[src/hdl/dsd_pkg.sv]
// Shared constants and the digit-to-segment decode for the decimal digit sequencer.
package dsd_pkg;

  localparam int unsigned VALUE_W        = 32;
  localparam int unsigned CODE_W         = 8;
  localparam int unsigned POS_W          = 3;
  localparam int unsigned NUM_DIGITS_DEF = 8;
  localparam int unsigned RUN_CAP        = 8;
  localparam int unsigned MIN_RUN        = 2;
  localparam int unsigned QUEUE_DEPTH    = 2;
  localparam logic [POS_W-1:0]  POINT_RESET = 3'd6;
  localparam logic [POS_W-1:0]  FIRST_POS   = 3'd7;
  localparam logic [CODE_W-1:0] POINT_BIT   = 8'h01;

  // Reciprocal of ten for a 32-bit dividend: q = (x * DIV10_MAGIC) >> DIV10_SHIFT.
  localparam logic [31:0] DIV10_MAGIC = 32'hCCCC_CCCD;
  localparam int unsigned DIV10_SHIFT = 35;

  typedef logic [VALUE_W-1:0] value_t;
  typedef logic [CODE_W-1:0]  code_t;
  typedef logic [POS_W-1:0]   pos_t;

  // Common-cathode segment patterns, a..g in bits 7..1.
  function automatic code_t seg_code(input logic [3:0] digit);
    code_t code;
    case (digit)
      4'd0:    code = 8'hfc;
      4'd1:    code = 8'h60;
      4'd2:    code = 8'hda;
      4'd3:    code = 8'hf2;
      4'd4:    code = 8'h66;
      4'd5:    code = 8'hb6;
      4'd6:    code = 8'hbe;
      4'd7:    code = 8'he0;
      4'd8:    code = 8'hfe;
      4'd9:    code = 8'hf6;
      default: code = 8'h00;
    endcase
    return code;
  endfunction

endpackage

[src/hdl/dsd_if.sv]
// Valid/ready channel interfaces for values, digit results and the point register.
interface dsd_value_if;
  logic               valid;
  logic               ready;
  dsd_pkg::value_t    value;
  modport source (output valid, output value, input ready);
  modport sink   (input valid, input value, output ready);
endinterface


[src/hdl/dsd_front.sv]
// Front end: accepts values and holds them in a short queue ahead of the digit engine.
module dsd_front (
  input logic         clk,
  input logic         rst_n,
  dsd_value_if.sink   in,
  dsd_value_if.source q
);
  import dsd_pkg::*;

  localparam int unsigned PTR_W = (QUEUE_DEPTH > 1) ? $clog2(QUEUE_DEPTH) : 1;
  localparam int unsigned CNT_W = $clog2(QUEUE_DEPTH + 1);

  value_t             mem_r [QUEUE_DEPTH];
  logic [PTR_W-1:0]   wr_ptr_r;
  logic [PTR_W-1:0]   rd_ptr_r;
  logic [CNT_W-1:0]   count_r;
  logic               push;
  logic               pop;

  assign in.ready = (count_r != CNT_W'(QUEUE_DEPTH));
  assign q.valid  = (count_r != '0);
  assign q.value  = mem_r[rd_ptr_r];
  assign push     = in.valid && in.ready;
  assign pop      = q.valid && q.ready;

  function automatic logic [PTR_W-1:0] ptr_inc(input logic [PTR_W-1:0] p);
    return (p == PTR_W'(QUEUE_DEPTH - 1)) ? '0 : p + 1'b1;
  endfunction

  always_ff @(posedge clk) begin
    if (!rst_n) begin
      wr_ptr_r <= '0;
      rd_ptr_r <= '0;
      count_r  <= '0;
    end else begin
      if (push) begin
        wr_ptr_r <= ptr_inc(wr_ptr_r);
      end
      if (pop) begin
        rd_ptr_r <= ptr_inc(rd_ptr_r);
      end
      if (push && !pop) begin
        count_r <= count_r + 1'b1;
      end else if (pop && !push) begin
        count_r <= count_r - 1'b1;
      end
    end
  end

  always_ff @(posedge clk) begin
    if (push) begin
      mem_r[wr_ptr_r] <= in.value;
    end
  end

endmodule

[src/flat_wrapper.sv]
// flat-port wrapper written by rule: the top's interface ports become plain ports
module dsd_front_flat import dsd_pkg::*;
  (clk, rst_n, in_valid, in_value, in_ready, q_valid, q_value, q_ready);
  dsd_value_if in_i ();
  dsd_value_if q_i ();
  input logic clk;
  input logic rst_n;
  input wire logic [$bits(in_i.valid)-1:0] in_valid;
  input wire logic [$bits(in_i.value)-1:0] in_value;
  output wire logic [$bits(in_i.ready)-1:0] in_ready;
  output wire logic [$bits(q_i.valid)-1:0] q_valid;
  output wire logic [$bits(q_i.value)-1:0] q_value;
  input wire logic [$bits(q_i.ready)-1:0] q_ready;
  assign in_i.valid = in_valid;
  assign in_i.value = in_value;
  assign in_ready = in_i.ready;
  assign q_valid = q_i.valid;
  assign q_value = q_i.value;
  assign q_i.ready = q_ready;
  dsd_front u_core (.clk(clk), .rst_n(rst_n), .in(in_i), .q(q_i));
endmodule
[config.mk]
export PLATFORM = sky130hd
export DESIGN_NAME = dsd_front_flat
export DESIGN_NICKNAME = d
export VERILOG_FILES = /design/src/hdl/dsd_pkg.sv /design/src/hdl/dsd_if.sv /design/src/hdl/dsd_front.sv /design/src/flat_wrapper.sv
export SDC_FILE = /design/constraint.sdc
export NUM_CORES = 1
export LEC_CHECK = 0
export ABC_AREA = 1
export BUFFER_PORTS_ARGS = -buffer_cell sky130_fd_sc_hd__buf_2
export CORE_ASPECT_RATIO = 1.4
export CORE_UTILIZATION = 56
export CTS_CLUSTER_SIZE = 30
export DETAILED_ROUTE_END_ITERATION = 6
export PLACE_DENSITY_LB_ADDON = 0.1
export SLEW_MARGIN = 20
export SYNTH_ARGS = -nofsm -noshare
export SYNTH_HDL_FRONTEND = slang
export SYNTH_SLANG_ARGS = --single-unit
[constraint.sdc]
create_clock -name clk -period 7.6 [get_ports clk]
set_clock_uncertainty 0.1 [all_clocks]
set_input_delay 0.38 -clock clk [delete_from_list [all_inputs] [get_ports clk]]
set_output_delay 0.38 -clock clk [all_outputs]
set_load 0.005 [all_outputs]
==> results of run 1 <==
[worst max-delay path by stage]
stage	slack, ns	end
floorplan	5.15	u_core.mem_r[1][0]
global placement	5.59	q_value[13]
detailed placement	5.56	q_value[13]
CTS	5.19	q_value[13]
global route	5.12	q_value[13]
finish	5.24	q_value[13]
[layout make-up]
type                            count  share of cell area [%]
Clock inverter                      4                   0.465
Clock buffer                       12                    4.19
Timing Repair Buffer               69                    10.7
Tap cell                           62                    2.40
Inverter                            8                   0.931
Multi-Input combinational cell     56                    18.6
Sequential cell                    69                    62.7
[cells by family (layout without fill, tap and decap cells)]
logic type,count (synthesis),after routing
muxes,32,32
buffers and inverters,12,93
AOI/OAI and AO/OA,4,4
adders and majority gates,1,1
and+or+nand+nor,19,19
DFF,69,69
[per-stage QoR]
| stage | setup slack, ns | area, sq um | instances | total power [W] | hold WS, ns |
|---|---|---|---|---|---|
| 6_report | 5.24 | 3230 | 280 | 0.000984 | 0.140 |
| 5_1_grt | 5.12 | 3230 | 280 | 0.00103 | 0.120 |
| 4_1_cts | 5.19 | 3230 | 280 | 0.000995 | 0.119 |
| 3_5_place_dp | 5.56 | 3080 | 264 | 0.000767 | 0.402 |
| 3_3_place_gp | 5.59 | 3080 | 264 | 0.000755 | 0.385 |
| 2_1_floorplan | 5.15 | 2710 | 137 | 0.000695 | 0.367 |
[per-layer routing]
metal | wire (um) | vias up
met5 | 0 | -
met4 | 109 | 0
met3 | 286 | 11
met2 | 2230 | 59
met1 | 1360 | 666
li1 | - | 662
[flip-flops by register name, summed over array words and instances (netlist names), named ones only]
register,flops
u_core.mem_r,64
u_core.wr_ptr_r,1
u_core.count_r,2
u_core.rd_ptr_r,1
[critical path, delay by kind of cell (launching register included)]
kind     cells  cell delay [ns]
flops        1             1.01
mux          1             0.41
buf+inv      1             0.12
[Yosys cell counts]
cell / number
sky130_fd_sc_hd__a21oi_1: 1
sky130_fd_sc_hd__buf_12: 3
sky130_fd_sc_hd__buf_6: 1
sky130_fd_sc_hd__dfxtp_1: 5
sky130_fd_sc_hd__edfxtp_1: 64
sky130_fd_sc_hd__ha_1: 1
sky130_fd_sc_hd__inv_1: 7
sky130_fd_sc_hd__inv_2: 1
sky130_fd_sc_hd__mux2_2: 2
sky130_fd_sc_hd__mux2_4: 30
sky130_fd_sc_hd__nand2_1: 8
sky130_fd_sc_hd__nand2_2: 1
sky130_fd_sc_hd__nand3_1: 1
sky130_fd_sc_hd__nand4_1: 1
sky130_fd_sc_hd__nor2_1: 8
sky130_fd_sc_hd__o21a_1: 1
sky130_fd_sc_hd__o21ai_0: 2
[report_power, final]
group | switching [W] | internal, W
clock | 0.000114 | 0.000114
combinational | 0.0000954 | 0.000135
sequential | 0.0000427 | 0.000482
==> results by group, run 1 <==
Die
  • Std cell rows: 29
  • Top-level port count: 70
  • Die Outline Area: 0.00512 sq mm
  • Starting density of the core: between 50 and 60%
  • Die H: around 84 um
  • Floorplan die width: between 60 and 70 um
  • Std-Cell Core Area: 0.00457 sq mm

Synth
  • Unique cell type count in the Yosys netlist: 17
  • Synth Area in Adders: less than 1%
  • Cell type with the largest total area after synthesis: sky130_fd_sc_hd__edfxtp_1
  • Fraction of post-synthesis cell area in the top cell type by area: a little under three quarters
  • Average cell area after synthesis: 19.8 sq um
  • Post-synth design cell area: approximately 0.0027 sq mm
  • Fraction of the yosys area taken by sequential cells: 74.6%
  • Synthesized netlist net count: 174
  • Synth Area in Simple Gates: 2.86%
  • Cells after Synth: 137
  • Synth Area in Compound Gates: less than 1%
  • Warnings, synthesis: 0
  • Post-synthesis mux area share: approximately 17%
  • Number of synthesized register bits: 69
  • Combinational family with the most area after synthesis: multiplexers
  • Most area-consuming cells after synthesis: sky130_fd_sc_hd__edfxtp_1 (71%), sky130_fd_sc_hd__mux2_4 (17%), sky130_fd_sc_hd__dfxtp_1 (3.7%)
  • Xor and xnor fraction of the mapped netlist area: 0%

Clocking
  • Total setup buffers inserted after CTS: 0
  • Clock tree buffer depth: 2
  • H-tree lvl count: 3
  • CTS Root Cell: sky130_fd_sc_hd__clkbuf_8
  • CTS tree: yes
  • Number of hold-repair buffers added at the cts stage: 0
  • CTS-repair resized insts: 0
  • Reg clk slew, reported paths: around 0.06 ns
  • Total clock buffers created by CTS: 9
  • Sinks on the clock net: 69
  • Worst-skew pair later-pin latency: between 0.3 and 0.4 ns

Routing
  • First DRT Iteration DRCs: 32
  • Total wirelength of the detailed-routed design: 3990 um
  • Total number of vias: approximately 1400
  • Average wire length per cell after detail routing: 14.2 um
  • Antenna violation net count after detailed routing: 0
  • DRC violation count after routing: 0
  • First drt pass iteration count: 4
  • Post-detailed-route via-to-cell ratio: between 4 and 5

Worst hold path
  • Hold Crit Depth: 1
  • Hold path startpoint: in_value[25]
  • Hold WC Path Type: input pin to flip-flop
  • Worst min-delay path endpoint: u_core.mem_r[1][25]

Timing
  • Highest achievable clock rate: around 0.42 GHz
  • Final Hold Fails: 0
  • Unrepaired setup endpoints after global routing: no
  • Setup violations, final: 0
  • Clock period minus final worst setup slack: 2.36 ns
  • Number of pins with negative max-slew slack in the final report: 0
  • Actual slew at the worst max-slew pin: approximately 1.0 ns
  • Setup total negative slack: 0 ns
  • Headroom to the max-slew limit: around 31%
  • Post-route clock period utilization: 31.0%

Worst setup path
  • Worst flop-to-flop path startpoint: u_core.count_r[0]
  • Path type of the worst setup path: flip-flop to output pin
  • CP max stage delay: a little over 1 ns
  • R2R cell count: 4
  • Critical path peak fanout: 32
  • Critical path cell sequence: mux2_2 -> buf_2
  • Critical Path Sink Type: output pin
  • Startpoint type of the worst setup path: flip-flop
  • Capture instance of the worst register-to-register path: u_core.mem_r[0][20]
  • Required time of the worst setup path: about 7.1 ns
  • Setup slack of the worst register-to-register path: about 5.8 ns
  • Standard cell with the maximum stage delay on the critical path: sky130_fd_sc_hd__dfxtp_2
  • CP Data Arrival Time: ~1.9 ns

Finish
  • Post-route core utilization: 70.6%
  • NumNets Final: 250
  • Leading cell type in the layout, fill and taps excluded: sky130_fd_sc_hd__buf_2
  • Layout cells sized above 1: a little over half
  • # diodes: 0
  • Layout fillers: ~340
  • Area occupied by multi-input gates: between 600 and 700 sq um
  • Area growth from synthesis to layout: 19.1%
  • Sequential standard cell area: a little over 0.002 sq mm
  • Most frequent cells in the layout: sky130_fd_sc_hd__buf_2 (69), sky130_fd_sc_hd__edfxtp_1 (64), sky130_fd_sc_hd__mux2_4 (30), sky130_fd_sc_hd__clkbuf_8 (9), sky130_fd_sc_hd__nand2_1 (8)

Place
  • Weighted congestion at the end of routability-driven global placement: slightly below 0.7
  • HPWL after detailed placement: roughly 2600 um
  • Count of input and output buffers: 69

Global routing
  • Global routing met2 resource utilization: 28.8%
  • Met1 demand-to-capacity share in global routing: 16.2%
  • Total congestion overflow after global routing: 0
  • Met3 Resource Use GR: under 10%
  • Maximum number of pins on one net before global-route repair: 33
  • Combined global-route utilization of all metal layers: 17.2%
  • First-pass GRT wire length: ~6000 um
  • GRT busiest layer: met2
  • Number of antenna violations at the first check in global routing: 0
  • Via count of the first global-routing pass: around 1400

Power
  • Max VDD drop: approximately 0.27 mV
  • Power per cell area: slightly above 300 mW/mm^2
  • Standby leakage power: about 1.3 nW

Job
  • Number of max-cap violations: 0

Run status
  • Result of the run: finished, final reports clean
Power figures use the tool's default switching activity.
==> run 2, diff against run 1 <==
--- a/config.mk
+++ b/config.mk
@@ -8,7 +8,7 @@
 export ABC_AREA = 1
 export BUFFER_PORTS_ARGS = -buffer_cell sky130_fd_sc_hd__buf_2
 export CORE_ASPECT_RATIO = 1.4
-export CORE_UTILIZATION = 56
+export CORE_UTILIZATION = 52
 export CTS_CLUSTER_SIZE = 30
 export DETAILED_ROUTE_END_ITERATION = 6
 export PLACE_DENSITY_LB_ADDON = 0.1
==> constraint.sdc (replaced) <==
create_clock -name clk -period 2.2 [get_ports clk]
set_clock_uncertainty 0.1 [all_clocks]
set_input_delay 0.11 -clock clk [delete_from_list [all_inputs] [get_ports clk]]
set_output_delay 0.11 -clock clk [all_outputs]
set_load 0.005 [all_outputs]
==> run 2 against run 1 <==
  * Die area is 7.5% higher
  * Clock-buffer cell count is the same
  * Sequential share of layout area fell by 6.6 points
  * Total power grew to 3.5 times the previous value
  * Critical path depth rose by 1
  * Flip-flop and latch count is the same
  * Worst setup slack got worse by 4.7 ns
  * First-iteration DRC count up 38%
  * Register-to-register slack got worse by 5.1 ns
  * Largest power group unchanged
==> results by group, run 2 (synthesized netlist as in run 1, its figures left out) <==
Run status
  • Result of the run: finished, final reports clean

Finish
  • Most frequent cells in the layout: sky130_fd_sc_hd__buf_2 (69), sky130_fd_sc_hd__edfxtp_1 (64), sky130_fd_sc_hd__dlygate4sd3_1 (33), sky130_fd_sc_hd__mux2_4 (30), sky130_fd_sc_hd__clkbuf_8 (9)
  • Max reg flops: 64 (unchanged)
  • Area growth from synthesis to layout: 33.0%
  • Register bank with the most flops: u_core.mem_r
  • NumNets Final: 289 (+16%)
  • # diodes: 0 (unchanged)
  • Final std cell area, no fill: 0.00360 sq mm (+12%)
  • Layout fillers: 318 (-5.9%)
  • Layout cells sized above 1: 48.0% (-4.7 points)
  • Registers with the most flip-flops: u_core.mem_r (64), u_core.count_r (2)
  • Leading cell type in the layout, fill and taps excluded: sky130_fd_sc_hd__buf_2

Clocking
  • Clock tree buffer depth: 2 (unchanged)
  • Sinks on the clock net: 69 (unchanged)
  • CTS Root Cell: sky130_fd_sc_hd__clkbuf_8
  • CTS tree: yes
  • H-tree lvl count: 3 (unchanged)
  • Reg clk slew, reported paths: 0.06 ns (about the same)
  • Total clock buffers created by CTS: 9 (unchanged)
  • Worst-skew pair later-pin latency: 0.32 ns (about the same)

Worst setup path
  • Critical path peak fanout: 19 (-41%)
  • CP max stage delay: 0.37 ns (-0.64 ns)
  • Path type of the worst setup path: flip-flop to output pin
  • CP Data Arrival Time: 1.46 ns (-0.42 ns)
  • Critical Path Sink Type: output pin
  • R2R cell count: 10 (+6)
  • Critical path cell sequence: buf_4 -> mux2_2 -> buf_2
  • Standard cell with the maximum stage delay on the critical path: sky130_fd_sc_hd__mux2_2
  • Startpoint type of the worst setup path: flip-flop
  • Required time of the worst setup path: 1.99 ns (-5.13 ns)
  • Setup slack of the worst register-to-register path: 0.66 ns (-5.10 ns)

Timing
  • Number of pins with negative max-slew slack in the final report: 0 (unchanged)
  • Unrepaired setup endpoints after global routing: no
  • Highest achievable clock rate: roughly 0.6 GHz
  • Setup total negative slack: 0 ns (unchanged)
  • Clock period minus final worst setup slack: approximately 1.7 ns
  • Post-route clock period utilization: between 70% and 80%
  • Setup violations, final: 0 (unchanged)
  • Headroom to the max-slew limit: 77.3% (+46 points)
  • Actual slew at the worst max-slew pin: 0.341 ns (-0.691 ns)
  • Final critical-path setup slack: 0.535 ns (-4.71 ns)
  • Final Hold Fails: 0 (unchanged)

Routing
  • Total wirelength of the detailed-routed design: 4410 um (+11%)
  • DRC violation count after routing: 0 (unchanged)
  • Total number of vias: 1516 (+8.4%)
  • First DRT Iteration DRCs: 44 (+38%)
  • Antenna violation net count after detailed routing: 0 (unchanged)
  • Post-detailed-route via-to-cell ratio: 4.74 (-5.1%)
  • Average wire length per cell after detail routing: 13.8 um (-3.2%)
  • First drt pass iteration count: 3 (-1)

Power
  • Standby leakage power: 1.47 nW (+13%)
  • Power per cell area: 965 mW/mm^2 (+220%)
  • Max VDD drop: 0.665 mV (+140%)

Global routing
  • Via count of the first global-routing pass: 1555 (+10%)
  • First-pass GRT wire length: 6970 um (+16%)
  • Combined global-route utilization of all metal layers: 17.7% (+0.47 points)
  • Number of antenna violations at the first check in global routing: 0 (unchanged)
  • Maximum number of pins on one net before global-route repair: 20 (-39%)
  • Total congestion overflow after global routing: 0 (unchanged)

Place
  • Weighted congestion at the end of routability-driven global placement: 0.683 (-1.3%)
  • Setup WS pre-CTS: 0.676 ns (-4.88 ns)
  • HPWL after detailed placement: 2880 um (+11%)
  • Post-Place Cell Area: 0.00312 sq mm (+1.5%)
  • Count of input and output buffers: 69 (unchanged)

Die
  • Die Outline Area: 0.00551 sq mm (+7.5%)
  • Top-level port count: 70 (unchanged)
  • Std-Cell Core Area: 0.00492 sq mm (+7.6%)
  • Floorplan die width: 63 um (+3.7%)
  • Std cell rows: 30 (+3.4%)
  • Starting density of the core: 55.1% (-4.2 points)
  • Die H: 87.4 um (+3.7%)

Worst hold path
  • Hold WC Path Type: input pin to flip-flop
  • Hold Crit Depth: 4 (+3)

Job
  • Number of max-cap violations: 0 (unchanged)
run 2: path summary, 6_finish.rpt:
kind	startpoint	to
max	flip-flop	q_value[14]
min	q_ready	flip-flop
min reg2reg	u_core.rd_ptr_r	flip-flop
max reg2reg	u_core.count_r[0]	u_core.count_r[1]
run 2: layer usage:
layer | wire length [um] | track usage, % | up-vias | share of wire (%)
met5 | 0 | 0 | - | 0
met4 | 70 | 10.1 | 0 | 1.6
met2 | 2460 | 32.5 | 49 | 56
li1 | - | - | 741 | -
met1 | 1640 | 17.8 | 719 | 37
met3 | 241 | 4.84 | 7 | 5.5
run 2: repair_timing:
action                    CTS  global route
setup buffers               0             0
hold buffers               33             0
hold endpoints to repair   69             0
gates resized for setup     0             0
run 2: cell type report:
type	count	area [sq um]	share of cell area [%]
clock inverter	3	13.8	0.382
multi-input combinational	56	601	16.7
timing repair buffer	108	721	20.0
clock buffer	12	135	3.75
inverter	8	30.0	0.833
tap	64	80.1	2.22
sequential	69	2020	56.1
run 2: critical path: cells and delay by family, from the launching register on:
kind,cells,cell delay (ns)
buffers and inverters,2,0.44
muxes,1,0.37
DFF,1,0.32
run 2: power by group:
group | switching [W] | leakage (nW) | total [W] | internal [W]
Clock | 0.000398 | 0.0776 | 0.000794 | 0.000396
Sequential | 0.0000632 | 0.639 | 0.00173 | 0.00166
Combinational | 0.000432 | 0.752 | 0.000959 | 0.000527
run 2: through the flow:
step | power (W) | cells | hold WS [ns] | util (%)
after floorplan | 0.00240 | 137 | 0.109 | -
after global placement | 0.00264 | 272 | 0.197 | 63.5
after detailed placement | 0.00268 | 272 | 0.202 | 63.5
after CTS | 0.00352 | 320 | 0.104 | 73.3
after global routing | 0.00366 | 320 | 0.122 | 73.3
final | 0.00348 | 320 | 0.120 | 73.3
